File: src/hdl/hfla_pkg.sv
`default_nettype none

package hfla_pkg;

   localparam int MAX_NAMES_DEF = 64;
   localparam int GROW_STEP_DEF = 4;

   localparam logic [1:0] OP_CREATE = 2'd0;
   localparam logic [1:0] OP_QUERY  = 2'd1;
   localparam logic [1:0] OP_ERASE  = 2'd2;
   localparam logic [1:0] OP_CLEAR  = 2'd3;

   // controller to datapath
   typedef struct packed {
      logic accept;
      logic finish;
      logic grow_start;
      logic grow_write;
      logic grow_finish;
   } cmd_type;

   // datapath to controller
   typedef struct packed {
      logic [1:0] op;
      logic       list_empty;
      logic       has_room;
      logic       slot_free;
      logic       grow_last;
   } status_type;

endpackage

`default_nettype wire

File: src/hdl/handle_free_list_allocator.sv
`default_nettype none

// Handle allocator: hands out nonzero names (entry index plus one) from a
// last-in, first-out free list kept in an internal link memory, one
// operation per request word (create, query, erase, clear) and exactly one
// response word per request. Query, erase, clear and a create from a
// non-empty list read the link memory, then act on the registered read
// data. A create that finds the list empty links in a new block of
// GROW_STEP entries, one memory write a cycle, the last held until the
// response slot is free, and returns the first entry of that block; past
// MAX_NAMES it fails with rsp_out_of_space. A create with a zero object
// handle returns a name that never tests live. A new request is taken once
// the previous one is done, even while its response waits on rsp_ready.

module handle_free_list_allocator
   import hfla_pkg::*;
#(
   parameter int MAX_NAMES = MAX_NAMES_DEF,
   parameter int GROW_STEP = GROW_STEP_DEF,
   localparam int IDX_W = $clog2(MAX_NAMES + 1)
)
(
   input  wire logic             clock,
   input  wire logic             reset,
   input  wire logic             req_valid,
   output logic                  req_ready,
   input  wire logic [1:0]       req_operation,
   input  wire logic [7:0]       req_name_in,
   input  wire logic [31:0]      req_object_handle,
   output logic                  rsp_valid,
   input  wire logic             rsp_ready,
   output logic [IDX_W-1:0]      rsp_name_out,
   output logic                  rsp_is_live,
   output logic                  rsp_out_of_space
);

   cmd_type    cmd;
   status_type sts;

   hfla_ctrl u_ctrl (
      .clock     (clock),
      .reset     (reset),
      .req_valid (req_valid),
      .req_ready (req_ready),
      .sts       (sts),
      .cmd       (cmd)
   );

   hfla_dp #(
      .MAX_NAMES (MAX_NAMES),
      .GROW_STEP (GROW_STEP)
   ) u_dp (
      .clock             (clock),
      .reset             (reset),
      .cmd               (cmd),
      .sts               (sts),
      .req_operation     (req_operation),
      .req_name_in       (req_name_in),
      .req_object_handle (req_object_handle),
      .rsp_valid         (rsp_valid),
      .rsp_ready         (rsp_ready),
      .rsp_name_out      (rsp_name_out),
      .rsp_is_live       (rsp_is_live),
      .rsp_out_of_space  (rsp_out_of_space)
   );

endmodule

`default_nettype wire

File: src/hdl/hfla_ctrl.sv
`default_nettype none

module hfla_ctrl
   import hfla_pkg::*;
(
   input  wire logic       clock,
   input  wire logic       reset,
   input  wire logic       req_valid,
   output logic            req_ready,
   input  wire status_type sts,
   output cmd_type         cmd
);

   typedef enum logic [1:0] {
      ST_IDLE,
      ST_LOOKUP,
      ST_GROW
   } state_type;

   state_type state_ff;
   state_type state_in;

   always_ff @(posedge clock) begin
      if (reset) begin
         state_ff <= ST_IDLE;
      end else begin
         state_ff <= state_in;
      end
   end

   assign req_ready = (state_ff == ST_IDLE);

   always_comb begin
      cmd      = '0;
      state_in = state_ff;
      case (state_ff)
         ST_IDLE: begin
            if (req_valid) begin
               cmd.accept = 1'b1;
               state_in   = ST_LOOKUP;
            end
         end
         ST_LOOKUP: begin
            // empty list with room left: link in a fresh block first
            if (sts.op == OP_CREATE && sts.list_empty && sts.has_room) begin
               cmd.grow_start = 1'b1;
               state_in       = ST_GROW;
            end else if (sts.slot_free) begin
               cmd.finish = 1'b1;
               state_in   = ST_IDLE;
            end
         end
         ST_GROW: begin
            if (!sts.grow_last) begin
               cmd.grow_write = 1'b1;
            end else if (sts.slot_free) begin
               cmd.grow_write  = 1'b1;
               cmd.grow_finish = 1'b1;
               state_in        = ST_IDLE;
            end
         end
         default: begin
            state_in = ST_IDLE;
         end
      endcase
   end

endmodule

`default_nettype wire

File: src/hdl/hfla_dp.sv
`default_nettype none

module hfla_dp
   import hfla_pkg::*;
#(
   parameter int MAX_NAMES = MAX_NAMES_DEF,
   parameter int GROW_STEP = GROW_STEP_DEF,
   localparam int IDX_W = $clog2(MAX_NAMES + 1)
)
(
   input  wire logic             clock,
   input  wire logic             reset,
   input  wire cmd_type          cmd,
   output status_type            sts,
   input  wire logic [1:0]       req_operation,
   input  wire logic [7:0]       req_name_in,
   input  wire logic [31:0]      req_object_handle,
   output logic                  rsp_valid,
   input  wire logic             rsp_ready,
   output logic [IDX_W-1:0]      rsp_name_out,
   output logic                  rsp_is_live,
   output logic                  rsp_out_of_space
);

   localparam int ADDR_W = $clog2(MAX_NAMES);
   localparam int CMP_W  = (IDX_W > 8) ? IDX_W : 8;
   localparam int SUM_W  = $clog2(MAX_NAMES + GROW_STEP + 1);
   localparam int CNT_W  = (GROW_STEP > 1) ? $clog2(GROW_STEP) : 1;
   localparam logic [IDX_W-1:0] END_MARK = IDX_W'(MAX_NAMES);
   localparam logic [CNT_W-1:0] CNT_LAST = CNT_W'(GROW_STEP - 1);

   // entry word: {used, next link}
   logic [IDX_W:0]       mem [MAX_NAMES];
   logic [IDX_W:0]       rd_ff;
   logic                 mem_we;
   logic [ADDR_W-1:0]    mem_wa;
   logic [IDX_W:0]       mem_wd;
   logic [ADDR_W-1:0]    rd_addr;

   logic [1:0]           op_ff;
   logic [7:0]           name_ff;
   logic                 obj_nz_ff;
   logic [IDX_W-1:0]     head_ff;
   logic [IDX_W-1:0]     head_in;
   logic [IDX_W-1:0]     cap_ff;
   logic [IDX_W-1:0]     cap_in;
   logic [CNT_W-1:0]     cnt_ff;
   logic [CNT_W-1:0]     cnt_in;
   logic                 rsp_valid_ff;
   logic                 rsp_valid_in;
   logic [IDX_W-1:0]     rsp_name_ff;
   logic                 rsp_live_ff;
   logic                 rsp_oos_ff;

   logic [CMP_W-1:0]     req_name_m1;
   logic [CMP_W-1:0]     name_m1;
   logic                 in_range;
   logic                 rd_used;
   logic [IDX_W-1:0]     rd_link;
   logic                 list_empty;
   logic                 has_room;
   logic                 pop_ok;
   logic                 erase_ok;
   logic [IDX_W-1:0]     grow_idx;
   logic [IDX_W-1:0]     grow_link;
   logic [IDX_W-1:0]     grow_head;
   logic [IDX_W-1:0]     erase_idx;

   assign req_name_m1 = CMP_W'(req_name_in) - CMP_W'(1);
   assign name_m1     = CMP_W'(name_ff) - CMP_W'(1);
   assign erase_idx   = name_m1[IDX_W-1:0];
   assign in_range    = (name_ff != 8'd0) && (CMP_W'(name_ff) <= CMP_W'(cap_ff));
   assign rd_used     = rd_ff[IDX_W];
   assign rd_link     = rd_ff[IDX_W-1:0];
   assign list_empty  = (head_ff >= cap_ff);
   assign has_room    = (SUM_W'(cap_ff) + SUM_W'(GROW_STEP)) <= SUM_W'(MAX_NAMES);
   assign pop_ok      = (op_ff == OP_CREATE) && !list_empty;
   assign erase_ok    = (op_ff == OP_ERASE) && in_range && rd_used;

   assign grow_idx    = cap_ff + IDX_W'(cnt_ff);
   assign grow_link   = (cnt_ff == CNT_LAST) ? END_MARK : grow_idx + IDX_W'(1);
   // first entry of a new block is handed out at once, so the head skips it
   assign grow_head   = (GROW_STEP > 1) ? cap_ff + IDX_W'(1) : END_MARK;

   assign rd_addr = (req_operation == OP_CREATE) ? head_ff[ADDR_W-1:0]
                                                 : req_name_m1[ADDR_W-1:0];

   always_comb begin
      mem_we = 1'b0;
      mem_wa = grow_idx[ADDR_W-1:0];
      mem_wd = {(cnt_ff == '0) & obj_nz_ff, grow_link};
      if (cmd.grow_write) begin
         mem_we = 1'b1;
      end else if (cmd.finish && pop_ok) begin
         mem_we = 1'b1;
         mem_wa = head_ff[ADDR_W-1:0];
         mem_wd = {obj_nz_ff, rd_link};
      end else if (cmd.finish && erase_ok) begin
         mem_we = 1'b1;
         mem_wa = erase_idx[ADDR_W-1:0];
         mem_wd = {1'b0, head_ff};
      end
   end

   always_ff @(posedge clock) begin
      if (mem_we) begin
         mem[mem_wa] <= mem_wd;
      end
      if (cmd.accept) begin
         rd_ff <= mem[rd_addr];
      end
   end

   always_ff @(posedge clock) begin
      if (cmd.accept) begin
         op_ff     <= req_operation;
         name_ff   <= req_name_in;
         obj_nz_ff <= |req_object_handle;
      end
   end

   always_comb begin
      head_in = head_ff;
      cap_in  = cap_ff;
      if (cmd.grow_finish) begin
         head_in = grow_head;
         cap_in  = IDX_W'(SUM_W'(cap_ff) + SUM_W'(GROW_STEP));
      end else if (cmd.finish) begin
         case (op_ff)
            OP_CREATE: begin
               if (pop_ok) begin
                  head_in = rd_link;
               end
            end
            OP_ERASE: begin
               if (erase_ok) begin
                  head_in = erase_idx;
               end
            end
            OP_CLEAR: begin
               head_in = END_MARK;
               cap_in  = '0;
            end
            default: begin
            end
         endcase
      end
   end

   always_comb begin
      cnt_in = cnt_ff;
      if (cmd.grow_start) begin
         cnt_in = '0;
      end else if (cmd.grow_write && !cmd.grow_finish) begin
         cnt_in = cnt_ff + CNT_W'(1);
      end
   end

   always_comb begin
      rsp_valid_in = rsp_valid_ff;
      if (cmd.finish || cmd.grow_finish) begin
         rsp_valid_in = 1'b1;
      end else if (rsp_ready) begin
         rsp_valid_in = 1'b0;
      end
   end

   always_ff @(posedge clock) begin
      if (reset) begin
         head_ff      <= END_MARK;
         cap_ff       <= '0;
         cnt_ff       <= '0;
         rsp_valid_ff <= 1'b0;
      end else begin
         head_ff      <= head_in;
         cap_ff       <= cap_in;
         cnt_ff       <= cnt_in;
         rsp_valid_ff <= rsp_valid_in;
      end
   end

   always_ff @(posedge clock) begin
      if (cmd.grow_finish) begin
         rsp_name_ff <= cap_ff + IDX_W'(1);
         rsp_live_ff <= 1'b0;
         rsp_oos_ff  <= 1'b0;
      end else if (cmd.finish) begin
         rsp_name_ff <= pop_ok ? head_ff + IDX_W'(1) : '0;
         rsp_live_ff <= (op_ff == OP_QUERY) && in_range && rd_used;
         rsp_oos_ff  <= (op_ff == OP_CREATE) && list_empty;
      end
   end

   assign sts.op         = op_ff;
   assign sts.list_empty = list_empty;
   assign sts.has_room   = has_room;
   assign sts.slot_free  = !rsp_valid_ff || rsp_ready;
   assign sts.grow_last  = (cnt_ff == CNT_LAST);

   assign rsp_valid        = rsp_valid_ff;
   assign rsp_name_out     = rsp_name_ff;
   assign rsp_is_live      = rsp_live_ff;
   assign rsp_out_of_space = rsp_oos_ff;

   a_cap_bound: assert property (@(posedge clock) disable iff (reset)
      cap_ff <= END_MARK)
      else $error("capacity above limit");

   a_head_sane: assert property (@(posedge clock) disable iff (reset)
      (head_ff == END_MARK) || (head_ff < cap_ff))
      else $error("free head outside capacity");

   a_clear: assert property (@(posedge clock) disable iff (reset)
      (cmd.finish && op_ff == OP_CLEAR) |=> (cap_ff == '0 && head_ff == END_MARK))
      else $error("clear left state behind");

   a_grow_result: assert property (@(posedge clock) disable iff (reset)
      cmd.grow_finish |=> (rsp_valid_ff && !rsp_oos_ff && rsp_name_ff != '0))
      else $error("growth gave no name");

endmodule

`default_nettype wire
File: config.mk
export PLATFORM = sky130hd
export DESIGN_NAME = handle_free_list_allocator
export DESIGN_NICKNAME = d
export VERILOG_FILES = /design/src/hdl/hfla_pkg.sv /design/src/hdl/handle_free_list_allocator.sv /design/src/hdl/hfla_ctrl.sv /design/src/hdl/hfla_dp.sv
export SDC_FILE = /design/constraint.sdc
export NUM_CORES = 1
export LEC_CHECK = 0
export BUFFER_PORTS_ARGS = -buffer_cell sky130_fd_sc_hd__buf_2
export CAP_MARGIN = 40
export CORE_MARGIN = 4
export CORE_UTILIZATION = 55
export CTS_CLUSTER_SIZE = 28
export DETAILED_ROUTE_END_ITERATION = 10
export PLACE_DENSITY_LB_ADDON = 0.1
export RECOVER_POWER = 50
export SLEW_MARGIN = 20
export SYNTH_ARGS = -nofsm -noshare
export SYNTH_HDL_FRONTEND = slang
export SYNTH_SLANG_ARGS = --single-unit
File: constraint.sdc
create_clock -name clock -period 8.1 [get_ports clock]
set_clock_uncertainty 0.15 [all_clocks]
set_input_delay 0.405 -clock clock [delete_from_list [all_inputs] [get_ports clock]]
set_output_delay 0.405 -clock clock [all_outputs]
set_load 0.02 [all_outputs]
==> tab_implementation.tex <==
\begin{tabular}{lr}
\hline
Metric & Value \\
\hline
\multicolumn{2}{l}{\textbf{Outcome}} \\
Status & complete, but fails checks \\
Failing checks & capacitance limit, slew limit \\
\multicolumn{2}{l}{\textbf{Synth}} \\
Warnings from Yosys & 0 \\
Mean Syn Cell Area & approximately 17 sq um \\
Fraction of synthesis flops using an asynchronous set or reset pin & 0 \\
Number of synthesized flops with an enable pin & roughly 540 \\
Flop and latch count out of synthesis & approximately 560 \\
Netlist Area Pre-Place & 23,100 sq um \\
Number of cells produced by synthesis & between 1,000 and 1,500 \\
Synthesized netlist net count & 1,406 \\
Count of different cell masters after synthesis & about 70 \\
Share of synthesized area occupied by flip-flops and latches & 0.716 \\
Prevailing post-synth register cell & sky130\_fd\_sc\_hd\_\_edfxtp\_1 \\
\multicolumn{2}{l}{\textbf{Hold path}} \\
Cell depth of the worst hold path & 4 \\
Endpoint with the worst hold slack & u\_dp.obj\_nz\_ff\$\_DFFE\_PP\_ \\
Worst hold-check path type & input pin to register \\
Hold Path Origin & req\_object\_handle[20] \\
\multicolumn{2}{l}{\textbf{Die}} \\
Number of placed I/O pins & 57 \\
Initial core utilization & 0.561 \\
Height of the die & 213 um \\
Area of the die & between 40,000 and 50,000 sq um \\
Area inside the core boundary & between 40,000 and 50,000 sq um \\
Number of placement rows & 74 \\
Horiz. Die Dim & between 200 and 250 um \\
\multicolumn{2}{l}{\textbf{Timing}} \\
Final-report setup violation count & 0 \\
Final-layout setup total negative slack & 0 ns \\
Slew Limit Fails & slightly below 400 \\
Slew at the pin closest to its max-slew limit & about 3.2 ns \\
Worst hold margin & 0.0237 ns \\
Shortest clock period the worst path allows after layout & $\sim$6.1 ns \\
Number of hold violations in the final report & 0 \\
Slew Limit Headroom & -1.15 \\
Unrepaired setup endpoints after global routing & false \\
Maximum clock frequency & $\sim$0.17 GHz \\
Final critical-path share of the clock period & 0.747 \\
\multicolumn{2}{l}{\textbf{Worst setup path}} \\
Arrival @ worst endpoint & around 6 ns \\
Capture point of the worst reg-to-reg path & u\_dp.mem[15][0]\$\_DFFE\_PP\_ \\
Biggest fanout along the worst timing path & 48 \\
Critical path start-end classification & register to register \\
Critical Path End Type & register \\
Startpoint of the worst register-to-register path & u\_dp.cap\_ff[5]\$\_SDFFE\_PP0P\_ \\
Data required, critical path & around 8.0 ns \\
Minimum setup slack among reg-to-reg paths & between 2 and 2.5 ns \\
Startpoint Class & register \\
Worst-case reg-to-reg path depth & 9 \\
\multicolumn{2}{l}{\textbf{Power and ir drop}} \\
Proportion of power drawn by flip-flops and latches & 0.518 \\
Power Density & about 230 nW/um\^{}2 \\
P\_int & about 0.0048 W \\
Static Leakage & about 8 nW \\
Peak VDD IR & around 0.18 mV \\
Switching share of total power & 0.221 \\
P\_sw & 0.00135 W \\
Proportion of power drawn by combinational gates & 0.071 \\
Portion of total power attributed to the clock network & 0.411 \\
\multicolumn{2}{l}{\textbf{Clocking}} \\
TritonCTS clock tree & done \\
H-Tree Level Count & 2 \\
CTS Hold Buffers Added & 12 \\
Post-CTS Repair Setup Buffers & 0 \\
Clock-pin slew on the worst setup and hold paths & 0.07 ns \\
Maximum clock path buffer count & 3 \\
CTS root buf & sky130\_fd\_sc\_hd\_\_clkbuf\_16 \\
Clock insertion delay at the later pin of the skew report & 0.61 ns \\
Number of CTS-inserted buffers & 56 \\
Post-CTS resize count & 0 \\
Number of sinks driven by the clock tree & roughly 560 \\
\multicolumn{2}{l}{\textbf{Routing}} \\
Number of DRC violations after detailed routing & 0 \\
Total iterations of the first detailed-routing run & 6 \\
Count of nets left with antenna violations after detail routing & 0 \\
Routed via count divided by cell count & around 6.4 \\
DR WL/cell & 27.9 um \\
DRC marker count from the first detailed-route iteration & about 1,500 \\
Vias after detailed routing & approximately 13,000 \\
WL final & 56,600 um \\
\multicolumn{2}{l}{\textbf{Global route}} \\
Antenna violations before repair & 0 \\
Pin count of the biggest net entering global routing & 117 \\
Wire length of the first global-routing pass & 84,900 um \\
Vias in the first global route & roughly 13,000 \\
Global route total overflow & 0 \\
Global-route total usage across every layer & 0.255 \\
\multicolumn{2}{l}{\textbf{Finish}} \\
Number of nets in the layout & 1,516 \\
Fill cell instance count of the final layout & 2,951 \\
Ratio of cells with drive above 1 in the final layout & 0.198 \\
Most common library cell in the layout ignoring fill and taps & sky130\_fd\_sc\_hd\_\_edfxtp\_1 \\
Diode count & 0 \\
Area added between synthesis and finish & 12.9\% \\
Commonest non-fill, non-tap cells in the layout & sky130\_fd\_sc\_hd\_\_edfxtp\_1 (538), sky130\_fd\_sc\_hd\_\_nand2\_1 (132), sky130\_fd\_sc\_hd\_\_mux4\_2 (117), sky130\_fd\_sc\_hd\_\_nor2\_1 (76), sky130\_fd\_sc\_hd\_\_clkbuf\_16 (57) \\
\multicolumn{2}{l}{\textbf{Place}} \\
Post-DP HPWL & roughly 36,000 um \\
GPL Wtd Cong & 0.928 \\
Port Buf Inserts & between 50 and 60 \\
\multicolumn{2}{l}{\textbf{Job}} \\
Max-cap violations & 11 \\
\hline
\end{tabular}
## layer usage
layer / up-vias / GRT usage / wire [um]
li1: 5630 / - / -
met1: 6640 / 0.386 / 24100
met2: 593 / 0.381 / 26100
met3: 106 / 0.0551 / 4850
met4: 0 / 0.0757 / 1570
met5: - / 0 / 0
## registers in the layout, indices dropped and copies added, names as in the netlist
signal                 cells
u_dp.mem                 512
u_dp.name_ff               8
u_dp.rd_ff                 8
u_dp.head_ff               7
u_dp.rsp_name_out          7
u_dp.cap_ff                5
u_ctrl.state_ff            2
u_dp.cnt_ff                2
u_dp.op_ff                 2
u_dp.obj_nz_ff             1
u_dp.rsp_is_live           1
u_dp.rsp_out_of_space      1
u_dp.rsp_valid             1
## power groups by stage
stage | combinational [W] | sequential (W) | clock [W]
6_report | 0.000436 | 0.00317 | 0.00252
5_1_grt | 0.000466 | 0.00317 | 0.00269
2_1_floorplan | 0.000289 | 0.00322 | 0
3_3_place_gp | 0.000424 | 0.00323 | 0
4_1_cts | 0.000438 | 0.00317 | 0.00256
3_5_place_dp | 0.000432 | 0.00323 | 0
## logic make-up after synthesis
family	share of synthesized area
mux	0.130
xor+xnor	0.00720
flops	0.716
fa+ha+maj	0.0108
buf+inv	0.0168
compound gates	0.0464
simple gates	0.0731
## synth_stat cells (4+ instances only)
| library cell | count | area share |
|---|---|---|
| sky130_fd_sc_hd__xor2_1 | 4 | 0.0015 |
| sky130_fd_sc_hd__a32oi_1 | 10 | 0.0038 |
| sky130_fd_sc_hd__mux2_2 | 4 | 0.0019 |
| sky130_fd_sc_hd__clkbuf_1 | 31 | 0.0050 |
| sky130_fd_sc_hd__a21oi_1 | 19 | 0.0041 |
| sky130_fd_sc_hd__nor3_1 | 28 | 0.0061 |
| sky130_fd_sc_hd__nor2_1 | 77 | 0.013 |
| sky130_fd_sc_hd__nor2b_1 | 8 | 0.0022 |
| sky130_fd_sc_hd__o211ai_1 | 4 | 0.0013 |
| sky130_fd_sc_hd__o221a_2 | 4 | 0.0019 |
| sky130_fd_sc_hd__mux4_2 | 117 | 0.11 |
| sky130_fd_sc_hd__or3_1 | 6 | 0.0016 |
| sky130_fd_sc_hd__o21ai_0 | 22 | 0.0048 |
| sky130_fd_sc_hd__edfxtp_1 | 538 | 0.70 |
| sky130_fd_sc_hd__a221oi_1 | 7 | 0.0027 |
| sky130_fd_sc_hd__a211oi_1 | 9 | 0.0029 |
| sky130_fd_sc_hd__nand3_1 | 48 | 0.010 |
| sky130_fd_sc_hd__nand2b_1 | 6 | 0.0016 |
| sky130_fd_sc_hd__nand2_1 | 132 | 0.021 |
| sky130_fd_sc_hd__dfxtp_1 | 19 | 0.016 |
| sky130_fd_sc_hd__nand4_1 | 14 | 0.0038 |
| sky130_fd_sc_hd__nor4_1 | 9 | 0.0024 |
| sky130_fd_sc_hd__inv_1 | 16 | 0.0026 |
| sky130_fd_sc_hd__ha_1 | 20 | 0.011 |
| sky130_fd_sc_hd__xnor2_1 | 15 | 0.0057 |
| sky130_fd_sc_hd__a31oi_1 | 10 | 0.0027 |
| sky130_fd_sc_hd__and3_1 | 13 | 0.0035 |
| sky130_fd_sc_hd__o2bb2ai_1 | 6 | 0.0023 |
| sky130_fd_sc_hd__nor3b_1 | 5 | 0.0016 |
| sky130_fd_sc_hd__mux2i_1 | 27 | 0.012 |
| sky130_fd_sc_hd__a311oi_1 | 9 | 0.0034 |
| sky130_fd_sc_hd__buf_2 | 31 | 0.0067 |
| sky130_fd_sc_hd__and2_1 | 5 | 0.0014 |
| sky130_fd_sc_hd__a32o_1 | 7 | 0.0030 |
## per-stage QoR
step                setup slack (ns)  utilization  instance area, sq um  power, W  cells
floorplan                       2.34            -                 23100   0.00351   1340
global placement                3.17        0.583                 24000   0.00365   1881
finish                          2.05        0.633                 26100   0.00613   2027
global route                    1.57        0.633                 26100   0.00633   2027
CTS                             3.35        0.633                 26100   0.00616   2013
detailed placement              3.37        0.587                 24200   0.00366   1898
## worst max-delay path by stage
stage / slack, ns / startpoint / endpoint
3_5_place_dp: 3.37 / u_dp.cap_ff[5]$_SDFFE_PP0P_ / u_dp.mem[7][4]$_DFFE_PP_
4_1_cts: 3.35 / u_dp.cap_ff[5]$_SDFFE_PP0P_ / u_dp.mem[7][5]$_DFFE_PP_
6_report: 2.05 / u_dp.cap_ff[5]$_SDFFE_PP0P_ / u_dp.mem[15][0]$_DFFE_PP_
3_3_place_gp: 3.17 / u_dp.cap_ff[2]$_SDFFE_PP0P_ / u_dp.mem[32][3]$_DFFE_PP_
5_1_grt: 1.57 / u_dp.cap_ff[2]$_SDFFE_PP0P_ / u_dp.mem[12][0]$_DFFE_PP_
2_1_floorplan: 2.34 / u_dp.cap_ff[5]$_SDFFE_PP0P_ / u_dp.mem[0][5]$_DFFE_PP_
## worst max-delay path, cell delays in order, from the launching register on
cell and delay, ns:
sky130_fd_sc_hd__dfxtp_1 0.48, sky130_fd_sc_hd__inv_1 0.20, sky130_fd_sc_hd__ha_1 0.34, sky130_fd_sc_hd__a21o_1 0.16
sky130_fd_sc_hd__a211o_1 0.30, sky130_fd_sc_hd__o22ai_1 0.35, sky130_fd_sc_hd__a31oi_1 0.57, sky130_fd_sc_hd__o21ai_0 0.24
sky130_fd_sc_hd__o221a_1 0.69, sky130_fd_sc_hd__clkbuf_1 1.94
## area by class of cell
class | instances | area [sq um] | share of cell area
sequential | 557 | 16500 | 0.634
multi-input combinational | 696 | 6270 | 0.240
clock buffer | 72 | 1480 | 0.0568
timing repair buffer | 122 | 777 | 0.0298
tap | 532 | 666 | 0.0255
clock inverter | 31 | 290 | 0.0111
inverter | 17 | 63.8 | 0.00245
Note: power is estimated with default switching activity, not from simulation.
